File: src/hdl/tta_pkg.sv
// Shared types and constants of the tensor transpose address generator.
package tta_pkg;

   localparam int HW_AXES = 4;
   localparam int AXIS_BITS = 2;
   localparam int RANK_BITS = 3;
   localparam int PERM_BITS = HW_AXES * AXIS_BITS;
   localparam int CSR_INDEX_BITS = 3;

   typedef enum logic [CSR_INDEX_BITS-1:0] {
      CSR_RANK        = 3'd0,
      CSR_PERMUTATION = 3'd1,
      CSR_REVERSE     = 3'd2,
      CSR_SHAPE0      = 3'd3,
      CSR_SHAPE1      = 3'd4,
      CSR_SHAPE2      = 3'd5,
      CSR_SHAPE3      = 3'd6
   } csr_index_type;

   typedef enum logic [1:0] {
      ERR_NONE  = 2'd0,
      ERR_PERM  = 2'd1,
      ERR_RANGE = 2'd2
   } error_code_type;

   typedef enum logic [1:0] {
      ST_IDLE,
      ST_MUL,
      ST_MAP,
      ST_EMIT
   } back_state_type;

   // One classified request as it travels from the front end to the back end.
   typedef struct packed {
      logic                                 restart;
      logic                                 bad;
      logic [RANK_BITS-1:0]                 rank;
      logic [HW_AXES-1:0][AXIS_BITS-1:0]    perm;
   } tta_cmd_type;

endpackage

File: src/hdl/tensor_transpose_address_generator_unit.sv
// Top level of the tensor transpose gather address generator.
//
//   Channel  Direction  Handshake            Beat contents
//   req_     in         req_valid/req_stall  restart
//   rsp_     out        rsp_valid/rsp_stall  dest_index, src_index, last, error
//   csr_     in         csr_valid/csr_ready  csr_index, csr_data
//
// An advance beat is handled in the idle state of the back end, so a steady stream of
// advance beats yields one result per cycle while rsp_stall is low. A restart beat runs
// the shared shift-add multiplier one extent bit per cycle, then maps each output axis.
// Reset is synchronous and leaves a pass of one element with no error.
// A two-entry queue between front and back raises req_stall when full; rsp_stall
// holds the result register and stops the back end only when it has a new result.
module tensor_transpose_address_generator_unit #(
   parameter int MAX_RANK    = 4,
   parameter int INDEX_BITS  = 32,
   parameter int EXTENT_BITS = 16,
   localparam int CSR_DATA_BITS = (EXTENT_BITS > 8) ? EXTENT_BITS : 8
) (
   input  logic                               clock,
   input  logic                               reset,
   input  logic                               csr_valid,
   output logic                               csr_ready,
   input  logic [tta_pkg::CSR_INDEX_BITS-1:0] csr_index,
   input  logic [CSR_DATA_BITS-1:0]           csr_data,
   input  logic                               req_valid,
   output logic                               req_stall,
   input  logic                               req_restart,
   output logic                               rsp_valid,
   input  logic                               rsp_stall,
   output logic [INDEX_BITS-1:0]              rsp_dest_index,
   output logic [INDEX_BITS-1:0]              rsp_src_index,
   output logic                               rsp_last,
   output logic [1:0]                         rsp_error
);

   logic                                         push_valid;
   tta_pkg::tta_cmd_type                         push_data;
   logic                                         queue_full;
   logic                                         pop;
   logic                                         pop_valid;
   tta_pkg::tta_cmd_type                         pop_data;
   logic [tta_pkg::HW_AXES-1:0][EXTENT_BITS-1:0] shape;

   tta_front #(
      .MAX_RANK    (MAX_RANK),
      .EXTENT_BITS (EXTENT_BITS)
   ) u_front (
      .clock       (clock),
      .reset       (reset),
      .csr_valid   (csr_valid),
      .csr_ready   (csr_ready),
      .csr_index   (csr_index),
      .csr_data    (csr_data),
      .req_valid   (req_valid),
      .req_stall   (req_stall),
      .req_restart (req_restart),
      .queue_full  (queue_full),
      .push_valid  (push_valid),
      .push_data   (push_data),
      .shape       (shape)
   );

   tta_queue u_queue (
      .clock      (clock),
      .reset      (reset),
      .push_valid (push_valid),
      .push_data  (push_data),
      .full       (queue_full),
      .pop        (pop),
      .pop_valid  (pop_valid),
      .pop_data   (pop_data)
   );

   tta_back #(
      .MAX_RANK    (MAX_RANK),
      .INDEX_BITS  (INDEX_BITS),
      .EXTENT_BITS (EXTENT_BITS)
   ) u_back (
      .clock          (clock),
      .reset          (reset),
      .pop_valid      (pop_valid),
      .pop_data       (pop_data),
      .pop            (pop),
      .shape          (shape),
      .rsp_valid      (rsp_valid),
      .rsp_stall      (rsp_stall),
      .rsp_dest_index (rsp_dest_index),
      .rsp_src_index  (rsp_src_index),
      .rsp_last       (rsp_last),
      .rsp_error      (rsp_error)
   );

endmodule

File: src/hdl/tta_front.sv
// Front end: configuration registers, request intake and permutation check.
module tta_front #(
   parameter int MAX_RANK    = 4,
   parameter int EXTENT_BITS = 16,
   localparam int CSR_DATA_BITS = (EXTENT_BITS > 8) ? EXTENT_BITS : 8
) (
   input  logic                                          clock,
   input  logic                                          reset,
   input  logic                                          csr_valid,
   output logic                                          csr_ready,
   input  logic [tta_pkg::CSR_INDEX_BITS-1:0]            csr_index,
   input  logic [CSR_DATA_BITS-1:0]                      csr_data,
   input  logic                                          req_valid,
   output logic                                          req_stall,
   input  logic                                          req_restart,
   input  logic                                          queue_full,
   output logic                                          push_valid,
   output tta_pkg::tta_cmd_type                          push_data,
   output logic [tta_pkg::HW_AXES-1:0][EXTENT_BITS-1:0]  shape
);

   localparam int AXES = (MAX_RANK < tta_pkg::HW_AXES) ? MAX_RANK : tta_pkg::HW_AXES;

   logic [tta_pkg::RANK_BITS-1:0]                rank_ff, rank_in;
   logic [tta_pkg::PERM_BITS-1:0]                perm_ff, perm_in;
   logic                                         reverse_ff, reverse_in;
   logic [tta_pkg::HW_AXES-1:0][EXTENT_BITS-1:0] shape_ff, shape_in;

   assign csr_ready = 1'b1;

   always_comb begin
      rank_in    = rank_ff;
      perm_in    = perm_ff;
      reverse_in = reverse_ff;
      shape_in   = shape_ff;
      if (csr_valid) begin
         case (tta_pkg::csr_index_type'(csr_index))
            tta_pkg::CSR_RANK:        rank_in = csr_data[tta_pkg::RANK_BITS-1:0];
            tta_pkg::CSR_PERMUTATION: perm_in = csr_data[tta_pkg::PERM_BITS-1:0];
            tta_pkg::CSR_REVERSE:     reverse_in = csr_data[0];
            tta_pkg::CSR_SHAPE0:      shape_in[0] = csr_data[EXTENT_BITS-1:0];
            tta_pkg::CSR_SHAPE1:      shape_in[1] = csr_data[EXTENT_BITS-1:0];
            tta_pkg::CSR_SHAPE2:      shape_in[2] = csr_data[EXTENT_BITS-1:0];
            tta_pkg::CSR_SHAPE3:      shape_in[3] = csr_data[EXTENT_BITS-1:0];
            default: ;
         endcase
      end
   end

   always_ff @(posedge clock) begin
      if (reset) begin
         rank_ff    <= tta_pkg::RANK_BITS'(1);
         perm_ff    <= tta_pkg::PERM_BITS'(228);
         reverse_ff <= 1'b1;
         for (int i = 0; i < tta_pkg::HW_AXES; i++) begin
            shape_ff[i] <= EXTENT_BITS'(1);
         end
      end else begin
         rank_ff    <= rank_in;
         perm_ff    <= perm_in;
         reverse_ff <= reverse_in;
         shape_ff   <= shape_in;
      end
   end

   // A permutation is complete when every axis below the rank is named once.
   always_comb begin
      logic [tta_pkg::HW_AXES-1:0]          seen;
      logic [tta_pkg::HW_AXES-1:0]          expect_mask;
      logic [tta_pkg::RANK_BITS-1:0]        rev_axis;
      logic [tta_pkg::AXIS_BITS-1:0]        src_axis;
      logic                                 rank_ok;
      seen        = '0;
      expect_mask = '0;
      rev_axis    = '0;
      src_axis    = '0;
      push_data   = '0;
      rank_ok     = (rank_ff >= tta_pkg::RANK_BITS'(1)) &&
                    (rank_ff <= tta_pkg::RANK_BITS'(AXES));
      for (int i = 0; i < tta_pkg::HW_AXES; i++) begin
         if (tta_pkg::RANK_BITS'(i) < rank_ff) begin
            rev_axis = rank_ff - tta_pkg::RANK_BITS'(i) - tta_pkg::RANK_BITS'(1);
            src_axis = reverse_ff ? rev_axis[tta_pkg::AXIS_BITS-1:0]
                                  : perm_ff[tta_pkg::AXIS_BITS*i +: tta_pkg::AXIS_BITS];
            push_data.perm[i] = src_axis;
            expect_mask[i] = 1'b1;
            if ({1'b0, src_axis} < rank_ff) begin
               seen[src_axis] = 1'b1;
            end
         end
      end
      push_data.restart = req_restart;
      push_data.rank    = rank_ff;
      push_data.bad     = !rank_ok || (seen != expect_mask);
   end

   assign push_valid = req_valid;
   assign req_stall  = queue_full;
   assign shape      = shape_ff;

endmodule

File: src/hdl/tta_queue.sv
// Two-entry command queue between the front end and the back end.
module tta_queue (
   input  logic                 clock,
   input  logic                 reset,
   input  logic                 push_valid,
   input  tta_pkg::tta_cmd_type push_data,
   output logic                 full,
   input  logic                 pop,
   output logic                 pop_valid,
   output tta_pkg::tta_cmd_type pop_data
);

   tta_pkg::tta_cmd_type slot_ff [2];
   tta_pkg::tta_cmd_type slot_in [2];
   logic [1:0] count_ff, count_in;
   logic       wr_ptr_ff, wr_ptr_in;
   logic       rd_ptr_ff, rd_ptr_in;
   logic       push;

   assign full      = (count_ff == 2'd2);
   assign pop_valid = (count_ff != 2'd0);
   assign pop_data  = slot_ff[rd_ptr_ff];
   assign push      = push_valid && !full;

   always_comb begin
      slot_in   = slot_ff;
      wr_ptr_in = wr_ptr_ff;
      rd_ptr_in = rd_ptr_ff;
      count_in  = count_ff;
      if (push) begin
         slot_in[wr_ptr_ff] = push_data;
         wr_ptr_in = !wr_ptr_ff;
      end
      if (pop) begin
         rd_ptr_in = !rd_ptr_ff;
      end
      if (push && !pop) begin
         count_in = count_ff + 2'd1;
      end else if (pop && !push) begin
         count_in = count_ff - 2'd1;
      end
   end

   always_ff @(posedge clock) begin
      slot_ff <= slot_in;
      if (reset) begin
         count_ff  <= '0;
         wr_ptr_ff <= 1'b0;
         rd_ptr_ff <= 1'b0;
      end else begin
         count_ff  <= count_in;
         wr_ptr_ff <= wr_ptr_in;
         rd_ptr_ff <= rd_ptr_in;
      end
   end

endmodule

File: src/hdl/tta_back.sv
// Back end: stride setup sequencer, output-order odometer and result register.
module tta_back #(
   parameter int MAX_RANK    = 4,
   parameter int INDEX_BITS  = 32,
   parameter int EXTENT_BITS = 16
) (
   input  logic                                          clock,
   input  logic                                          reset,
   input  logic                                          pop_valid,
   input  tta_pkg::tta_cmd_type                          pop_data,
   output logic                                          pop,
   input  logic [tta_pkg::HW_AXES-1:0][EXTENT_BITS-1:0]  shape,
   output logic                                          rsp_valid,
   input  logic                                          rsp_stall,
   output logic [INDEX_BITS-1:0]                         rsp_dest_index,
   output logic [INDEX_BITS-1:0]                         rsp_src_index,
   output logic                                          rsp_last,
   output logic [1:0]                                    rsp_error
);

   localparam int AXES     = (MAX_RANK < tta_pkg::HW_AXES) ? MAX_RANK : tta_pkg::HW_AXES;
   localparam int K_BITS   = (AXES > 1) ? $clog2(AXES) : 1;
   localparam int BIT_BITS = $clog2(EXTENT_BITS);
   localparam int N        = INDEX_BITS;
   localparam int E        = EXTENT_BITS;

   tta_pkg::back_state_type state_ff, state_in;

   // Odometer state and per-axis source step.
   logic [E-1:0]  coord_ff [AXES];
   logic [E-1:0]  coord_in [AXES];
   logic [E-1:0]  ext_ff   [AXES];
   logic [E-1:0]  ext_in   [AXES];
   logic [N-1:0]  delta_ff [AXES];
   logic [N-1:0]  delta_in [AXES];
   logic [N-1:0]  src_ff, src_in;
   logic [N-1:0]  dest_ff, dest_in;
   tta_pkg::error_code_type err_ff, err_in;

   // Setup scratch: input strides and stride times extent for each input axis.
   logic [N-1:0]  in_stride_ff [tta_pkg::HW_AXES];
   logic [N-1:0]  in_stride_in [tta_pkg::HW_AXES];
   logic [N-1:0]  span_ff      [tta_pkg::HW_AXES];
   logic [N-1:0]  span_in      [tta_pkg::HW_AXES];
   logic [tta_pkg::RANK_BITS-1:0]                      rank_ff, rank_in;
   logic [tta_pkg::HW_AXES-1:0][tta_pkg::AXIS_BITS-1:0] perm_ff, perm_in;
   logic [tta_pkg::AXIS_BITS-1:0] ax_ff, ax_in;
   logic [K_BITS-1:0]   k_ff, k_in;
   logic [BIT_BITS-1:0] bit_cnt_ff, bit_cnt_in;
   logic [E-1:0]        mul_e_ff, mul_e_in;
   logic [N+1:0]        acc_ff, acc_in;
   logic [N:0]          prod_ff, prod_in;
   logic [N-1:0]        rewind_ff, rewind_in;

   // Result register.
   logic          rsp_valid_ff, rsp_valid_in;
   logic [N-1:0]  rsp_dest_ff, rsp_dest_in;
   logic [N-1:0]  rsp_src_ff, rsp_src_in;
   logic          rsp_last_ff, rsp_last_in;
   tta_pkg::error_code_type rsp_err_ff, rsp_err_in;

   logic          out_free;
   logic [E-1:0]  coord_adv [AXES];
   logic          wrapped;
   logic [N-1:0]  delta_pick;
   logic          last_adv;
   logic          last_cur;
   logic [tta_pkg::AXIS_BITS-1:0] shape_sel;
   logic [tta_pkg::AXIS_BITS-1:0] map_axis;
   logic [tta_pkg::RANK_BITS-1:0] first_axis;
   logic [E-1:0]  shape_eff;
   logic [N+1:0]  acc_next;
   logic          acc_over;

   assign out_free = !rsp_valid_ff || !rsp_stall;

   // Odometer step: the innermost axis that can still count up takes the carry.
   always_comb begin
      logic carry;
      logic [E:0] nxt;
      carry      = 1'b1;
      delta_pick = '0;
      for (int i = AXES - 1; i >= 0; i--) begin
         nxt = {1'b0, coord_ff[i]} + (E+1)'(1);
         coord_adv[i] = coord_ff[i];
         if (carry) begin
            if (nxt < {1'b0, ext_ff[i]}) begin
               coord_adv[i] = nxt[E-1:0];
               delta_pick   = delta_ff[i];
               carry        = 1'b0;
            end else begin
               coord_adv[i] = '0;
            end
         end
      end
      wrapped = carry;
   end

   always_comb begin
      last_adv = 1'b1;
      last_cur = 1'b1;
      for (int i = 0; i < AXES; i++) begin
         if (({1'b0, coord_adv[i]} + (E+1)'(1)) != {1'b0, ext_ff[i]}) begin
            last_adv = 1'b0;
         end
         if (({1'b0, coord_ff[i]} + (E+1)'(1)) != {1'b0, ext_ff[i]}) begin
            last_cur = 1'b0;
         end
      end
   end

   // One shared read port on the shape registers serves setup and mapping.
   assign first_axis = pop_data.rank - tta_pkg::RANK_BITS'(1);
   assign map_axis   = perm_ff[tta_pkg::AXIS_BITS'(k_ff)];

   always_comb begin
      case (state_ff)
         tta_pkg::ST_IDLE: shape_sel = first_axis[tta_pkg::AXIS_BITS-1:0];
         tta_pkg::ST_MAP:  shape_sel = map_axis;
         default:          shape_sel = ax_ff - tta_pkg::AXIS_BITS'(1);
      endcase
      shape_eff = (shape[shape_sel] == '0) ? E'(1) : shape[shape_sel];
   end

   // Shift-add step, most significant extent bit first.
   assign acc_next = {acc_ff[N:0], 1'b0} + (mul_e_ff[E-1] ? {1'b0, prod_ff} : '0);
   assign acc_over = acc_next[N+1] || (acc_next[N] && (acc_next[N-1:0] != '0));

   always_comb begin
      state_in     = state_ff;
      coord_in     = coord_ff;
      ext_in       = ext_ff;
      delta_in     = delta_ff;
      src_in       = src_ff;
      dest_in      = dest_ff;
      err_in       = err_ff;
      in_stride_in = in_stride_ff;
      span_in      = span_ff;
      rank_in      = rank_ff;
      perm_in      = perm_ff;
      ax_in        = ax_ff;
      k_in         = k_ff;
      bit_cnt_in   = bit_cnt_ff;
      mul_e_in     = mul_e_ff;
      acc_in       = acc_ff;
      prod_in      = prod_ff;
      rewind_in    = rewind_ff;
      rsp_valid_in = rsp_valid_ff && rsp_stall;
      rsp_dest_in  = rsp_dest_ff;
      rsp_src_in   = rsp_src_ff;
      rsp_last_in  = rsp_last_ff;
      rsp_err_in   = rsp_err_ff;
      pop          = 1'b0;

      case (state_ff)
         tta_pkg::ST_IDLE: begin
            if (pop_valid && !pop_data.restart) begin
               if (out_free) begin
                  pop      = 1'b1;
                  coord_in = coord_adv;
                  dest_in  = wrapped ? '0 : dest_ff + N'(1);
                  src_in   = wrapped ? '0 : src_ff + delta_pick;
                  rsp_valid_in = 1'b1;
                  rsp_dest_in  = dest_in;
                  rsp_src_in   = src_in;
                  rsp_last_in  = last_adv;
                  rsp_err_in   = err_ff;
               end
            end else if (pop_valid) begin
               pop     = 1'b1;
               src_in  = '0;
               dest_in = '0;
               for (int i = 0; i < AXES; i++) begin
                  coord_in[i] = '0;
                  ext_in[i]   = E'(1);
                  delta_in[i] = '0;
               end
               if (pop_data.bad) begin
                  err_in   = tta_pkg::ERR_PERM;
                  state_in = tta_pkg::ST_EMIT;
               end else begin
                  err_in     = tta_pkg::ERR_NONE;
                  rank_in    = pop_data.rank;
                  perm_in    = pop_data.perm;
                  ax_in      = first_axis[tta_pkg::AXIS_BITS-1:0];
                  in_stride_in[first_axis[tta_pkg::AXIS_BITS-1:0]] = N'(1);
                  prod_in    = (N+1)'(1);
                  acc_in     = '0;
                  mul_e_in   = shape_eff;
                  bit_cnt_in = BIT_BITS'(E - 1);
                  state_in   = tta_pkg::ST_MUL;
               end
            end
         end

         tta_pkg::ST_MUL: begin
            mul_e_in = {mul_e_ff[E-2:0], 1'b0};
            acc_in   = acc_next;
            if (acc_over) begin
               // The running product only grows, so the first excess is final.
               err_in   = tta_pkg::ERR_RANGE;
               state_in = tta_pkg::ST_EMIT;
            end else if (bit_cnt_ff == '0) begin
               span_in[ax_ff] = acc_next[N-1:0];
               prod_in        = acc_next[N:0];
               acc_in         = '0;
               if (ax_ff == '0) begin
                  k_in      = K_BITS'(AXES - 1);
                  rewind_in = '0;
                  state_in  = tta_pkg::ST_MAP;
               end else begin
                  ax_in      = ax_ff - tta_pkg::AXIS_BITS'(1);
                  in_stride_in[ax_ff - tta_pkg::AXIS_BITS'(1)] = acc_next[N-1:0];
                  mul_e_in   = shape_eff;
                  bit_cnt_in = BIT_BITS'(E - 1);
               end
            end else begin
               bit_cnt_in = bit_cnt_ff - BIT_BITS'(1);
            end
         end

         tta_pkg::ST_MAP: begin
            // Step for an output axis: its stride minus the rewind of all inner axes.
            if (tta_pkg::RANK_BITS'(k_ff) < rank_ff) begin
               ext_in[k_ff]   = shape_eff;
               delta_in[k_ff] = in_stride_ff[map_axis] - rewind_ff;
               rewind_in      = rewind_ff + span_ff[map_axis] - in_stride_ff[map_axis];
            end
            if (k_ff == '0) begin
               state_in = tta_pkg::ST_EMIT;
            end else begin
               k_in = k_ff - K_BITS'(1);
            end
         end

         tta_pkg::ST_EMIT: begin
            if (out_free) begin
               rsp_valid_in = 1'b1;
               rsp_dest_in  = dest_ff;
               rsp_src_in   = src_ff;
               rsp_last_in  = last_cur;
               rsp_err_in   = err_ff;
               state_in     = tta_pkg::ST_IDLE;
            end
         end

         default: begin
            state_in = tta_pkg::ST_IDLE;
         end
      endcase
   end

   always_ff @(posedge clock) begin
      in_stride_ff <= in_stride_in;
      span_ff      <= span_in;
      rank_ff      <= rank_in;
      perm_ff      <= perm_in;
      ax_ff        <= ax_in;
      k_ff         <= k_in;
      bit_cnt_ff   <= bit_cnt_in;
      mul_e_ff     <= mul_e_in;
      acc_ff       <= acc_in;
      prod_ff      <= prod_in;
      rewind_ff    <= rewind_in;
      rsp_dest_ff  <= rsp_dest_in;
      rsp_src_ff   <= rsp_src_in;
      rsp_last_ff  <= rsp_last_in;
      rsp_err_ff   <= rsp_err_in;
      if (reset) begin
         state_ff     <= tta_pkg::ST_IDLE;
         rsp_valid_ff <= 1'b0;
         src_ff       <= '0;
         dest_ff      <= '0;
         err_ff       <= tta_pkg::ERR_NONE;
         for (int i = 0; i < AXES; i++) begin
            coord_ff[i] <= '0;
            ext_ff[i]   <= E'(1);
            delta_ff[i] <= '0;
         end
      end else begin
         state_ff     <= state_in;
         rsp_valid_ff <= rsp_valid_in;
         src_ff       <= src_in;
         dest_ff      <= dest_in;
         err_ff       <= err_in;
         coord_ff     <= coord_in;
         ext_ff       <= ext_in;
         delta_ff     <= delta_in;
      end
   end

   assign rsp_valid      = rsp_valid_ff;
   assign rsp_dest_index = rsp_dest_ff;
   assign rsp_src_index  = rsp_src_ff;
   assign rsp_last       = rsp_last_ff;
   assign rsp_error      = rsp_err_ff;

endmodule

File: config.mk
export PLATFORM = sky130hd
export DESIGN_NAME = tensor_transpose_address_generator_unit
export DESIGN_NICKNAME = d
export VERILOG_FILES = /design/src/hdl/tta_pkg.sv /design/src/hdl/tensor_transpose_address_generator_unit.sv /design/src/hdl/tta_front.sv /design/src/hdl/tta_queue.sv /design/src/hdl/tta_back.sv
export SDC_FILE = /design/constraint.sdc
export NUM_CORES = 2
export LEC_CHECK = 0
export ABC_AREA = 0
export BUFFER_PORTS_ARGS = -buffer_cell sky130_fd_sc_hd__buf_2
export CAP_MARGIN = 25
export CORE_MARGIN = 3
export CORE_UTILIZATION = 45
export DETAILED_ROUTE_END_ITERATION = 8
export GPL_TIMING_DRIVEN = 0
export SLEW_MARGIN = 20
export SYNTH_ARGS = -nofsm -noshare
export SYNTH_HDL_FRONTEND = slang
export SYNTH_HIERARCHICAL = 1
export SYNTH_SLANG_ARGS = --single-unit
File: constraint.sdc
create_clock -name clock -period 8.41 [get_ports clock]
set_input_delay 0.4205 -clock clock [delete_from_list [all_inputs] [get_ports clock]]
set_output_delay 0.4205 -clock clock [all_outputs]
set_load 0.01 [all_outputs]
==> impl_metrics.tcl <==
set metrics [dict create \
    cts_tree "yes" \
    total_power_mw 22.02 \
    die_x_um 339.2 \
    synth-compound-area-share_pct 17.13 \
    hold_viol 0 \
    clock_latency_ps 740 \
    cts.sinks 887 \
    htreeDepth 3 \
    worstHoldPathType "in2reg" \
    multi_input_area_um2 25340 \
    cap_violations 0 \
    drt_iter0_drc 4153 \
    ff_latch_area_um2 22580 \
    ys_types 109 \
    finalWeightedCongestion 0.9644 \
    drc 0 \
    cts_buffers 100 \
    synth_top_flop_cell "edfxtp_1" \
    initial_utilization_pct 45.66 \
    ant_nets 0 \
    pin_count 95 \
    io_buffers 91 \
    nets 5820 \
    cp.arrival_ps 8620 \
    clock-skew-final_ps 74.28 \
    setup_violations 0 \
    power_density_nw_per_um2 386.7 \
    synth_adder_area_share_pct 7.346 \
    syn_area_um2 49970 \
    status "completed" \
    yosys_warnings 6 \
    critPathBufInv 7 \
    max_freq_mhz 123.4 \
    overflow 0 \
    placed_cell_area_um2 52890 \
    cp_max_fo 10 \
    period_needed_ps 8102 \
    drtPass1Iterations 6 \
    peakVddDrop_v 0.0002220 \
    dp_cells 6876 \
    drt-total-wl_um 161200 \
    design_area_um2 56940 \
    globalRouteTotalUtil_pct 27.25 \
    synth.avg_cell_area_um2 9.468 \
    fp.dieH_um 339.2 \
    num-fill-cells 10015 \
    final_common_cell "nor2_1" \
    drv_slew 0 \
    mostFrequentLayoutCells "608 x nor2_1, 536 x nand2_1, 482 x edfxtp_1" \
    first_global_vias 39232 \
    synthArstFlopShare_pct 0 \
    clkTransAtPathRegs_ps 70 \
    die_area_um2 115100 \
    syn-instance-count 5278 \
    routed-via-count 41409 \
    synth-edff-count 482 \
    synth_top_family_by_area "compound AO/OA/AOI/OAI gates" \
    grt_antenna_before_repair 11 \
    core_area_um2 109500 \
    syn_nets 5576 \
    drive_above_1_share_pct 10.40 \
    synth_xor_area_share_pct 4.504 \
    vias_per_cell 5.845 \
    grt_pass1_wl_um 242700 \
    worst_pin_slew_ps 1116 \
    final.setup.worst_slack_ps 308.2 \
    root_buffer "clkbuf_16" \
    critical_path.top_delay_family "compound AO/OA/AOI/OAI gates" \
    antenna_cells 0 \
    final_cells 7084 \
    max-slew-margin-rel_pct 25.58 \
    hpwlAfterDp_um 123400 \
    area_growth_pct 13.94 \
    cpPeakStageDelay_ps 430 \
    rows 121 \
    pre_cts_slack_ps -1848 \
    timing.hold.ws_ps 53.27 \
    power.leakage_nw 21.86 \
    startpoint_type "flip-flop" \
    yosysSeqAreaShare_pct 45.19 \
    critical_path_required_ps 8930 \
    synthMuxAreaShare_pct 4.324 \
    synth-simple-area-share_pct 16.57 \
    wl_per_cell_um 22.75 \
    grt_max_degree 28 \
    cts_buffer_depth 3 \
    end_kind "flip-flop" \
    cp_slowest_cell "a2111oi_0" \
    critPathKind "reg2reg" \
    period_share_pct 96.34 \
    ys_seq_elements 887 \
]
-- final cells by class --
type | count | area share (%)
Tap cell | 1476 | 3.243
Buffer | 292 | 2.193
Sequential cell | 887 | 39.66
Clock buffer | 134 | 4.955
Inverter | 332 | 2.189
Clock inverter | 54 | 1.290
Timing Repair Buffer | 145 | 1.969
Multi-Input combinational cell | 3764 | 44.50
-- final timing paths --
check | cells after the start | end | from | slack (ps)
worst min-delay path | 3 | u_front/shape[54] | csr_data[6] | 50
worst max register to register | 31 | u_back/rsp_last | u_back/coord_ff[0] | 310
worst min register to register | 2 | u_front/shape[63] | u_front/shape[63] | 450
worst max-delay path | 31 | u_back/rsp_last | u_back/coord_ff[0] | 310
-- tightest hold or removal path: stages --
cell and delay, ps:
buf_2 160, nand2_1 70, a21oi_1 50
-- per-layer routing --
metal	wire [um]	GRT usage [%]	vias to the layer above	share of wire (%)
met1	70330	37.40	20163	44
met5	57	0	-	0.035
met3	12090	4.584	263	7.5
met2	73350	43.69	1517	46
met4	5355	9.331	10	3.3
li1	-	-	19456	-
-- through the flow --
step / util [%] / TNS (ps)
global placement: 47.76 / -471220
finish: 52.02 / 0
floorplan: - / 0
detailed placement: 48.32 / -44480
CTS: 51.85 / 0
global route: 52.02 / -12.65
-- synth_stat cells, drive strengths merged (25+ instances only) --
| master | count | area share (%) |
|---|---|---|
| nor2 | 617 | 4.6 |
| nand2 | 538 | 4.0 |
| edfxtp | 482 | 29 |
| dfxtp | 405 | 16 |
| a21oi | 401 | 4.0 |
| inv | 331 | 2.5 |
| ha | 239 | 6.0 |
| a22oi | 233 | 3.5 |
| clkbuf | 225 | 1.7 |
| o21ai | 217 | 2.2 |
| xnor2 | 186 | 3.3 |
| nand3 | 143 | 1.5 |
| nor3 | 101 | 1.0 |
| and2 | 81 | 1.0 |
| and3 | 80 | 1.0 |
| xor2 | 71 | 1.2 |
| buf | 70 | 0.75 |
| a21o | 61 | 0.92 |
| mux4 | 57 | 2.6 |
| o31ai | 51 | 0.79 |
| a22o | 44 | 0.78 |
| mux2 | 42 | 0.95 |
| nand4 | 42 | 0.56 |
| mux2i | 40 | 0.81 |
| a31oi | 39 | 0.49 |
| nor2b | 38 | 0.48 |
| a211oi | 37 | 0.65 |
| fa | 34 | 1.4 |
| a221o | 33 | 0.66 |
| or3 | 28 | 0.35 |
| nor4 | 25 | 0.33 |
-- kinds of logic (layout without fill, tap and decap cells) --
group | after synthesis | count (layout)
AO/OA/AOI/OAI | 1294 | 1294
XOR/XNOR | 257 | 257
adder cells (fa/ha/maj) | 273 | 273
buffers and inverters | 627 | 957
flip-flops | 887 | 887
multiplexers | 139 | 139
other | 1 | 1
AND/OR/NAND/NOR | 1800 | 1800
-- state kept, by name (all words and copies together), names as in the netlist, 3 cells and up --
| signal | cells |
|---|---|
| u_back/ext_ff | 64 |
| u_back/perm_ff | 8 |
| u_back/rsp_src_index | 32 |
| u_back/coord_ff | 64 |
| u_back/bit_cnt_ff | 4 |
| u_back/mul_e_ff | 16 |
| u_back/acc_ff | 33 |
| u_back/rank_ff | 3 |
| u_front/shape | 64 |
| u_back/rewind_ff | 32 |
| u_back/prod_ff | 33 |
| u_back/src_ff | 32 |
| u_front/perm_ff | 8 |
| u_queue/slot_ff | 26 |
| u_back/delta_ff | 128 |
| u_back/span_ff | 128 |
| u_back/rsp_dest_index | 32 |
| u_back/in_stride_ff | 128 |
| u_back/dest_ff | 32 |
| u_front/rank_ff | 3 |
-- power breakdown --
group	leakage, nW	internal, mW	switching, mW	total (mW)
clock network	1.70	2.72	1.95	4.68
registers	7.72	5.68	0.249	5.93
logic	12.4	3.55	7.85	11.4
-- what timing repair did --
item                                   4_1_cts  5_1_grt
resized for setup                           39       43
setup endpoints to repair                   46        9
endpoints found under the hold margin       50        0
hold buffers                                13        0
pin swaps                                    3        4
buffers inserted                             4        5
No activity file was read; power rests on OpenSTA's default activity.
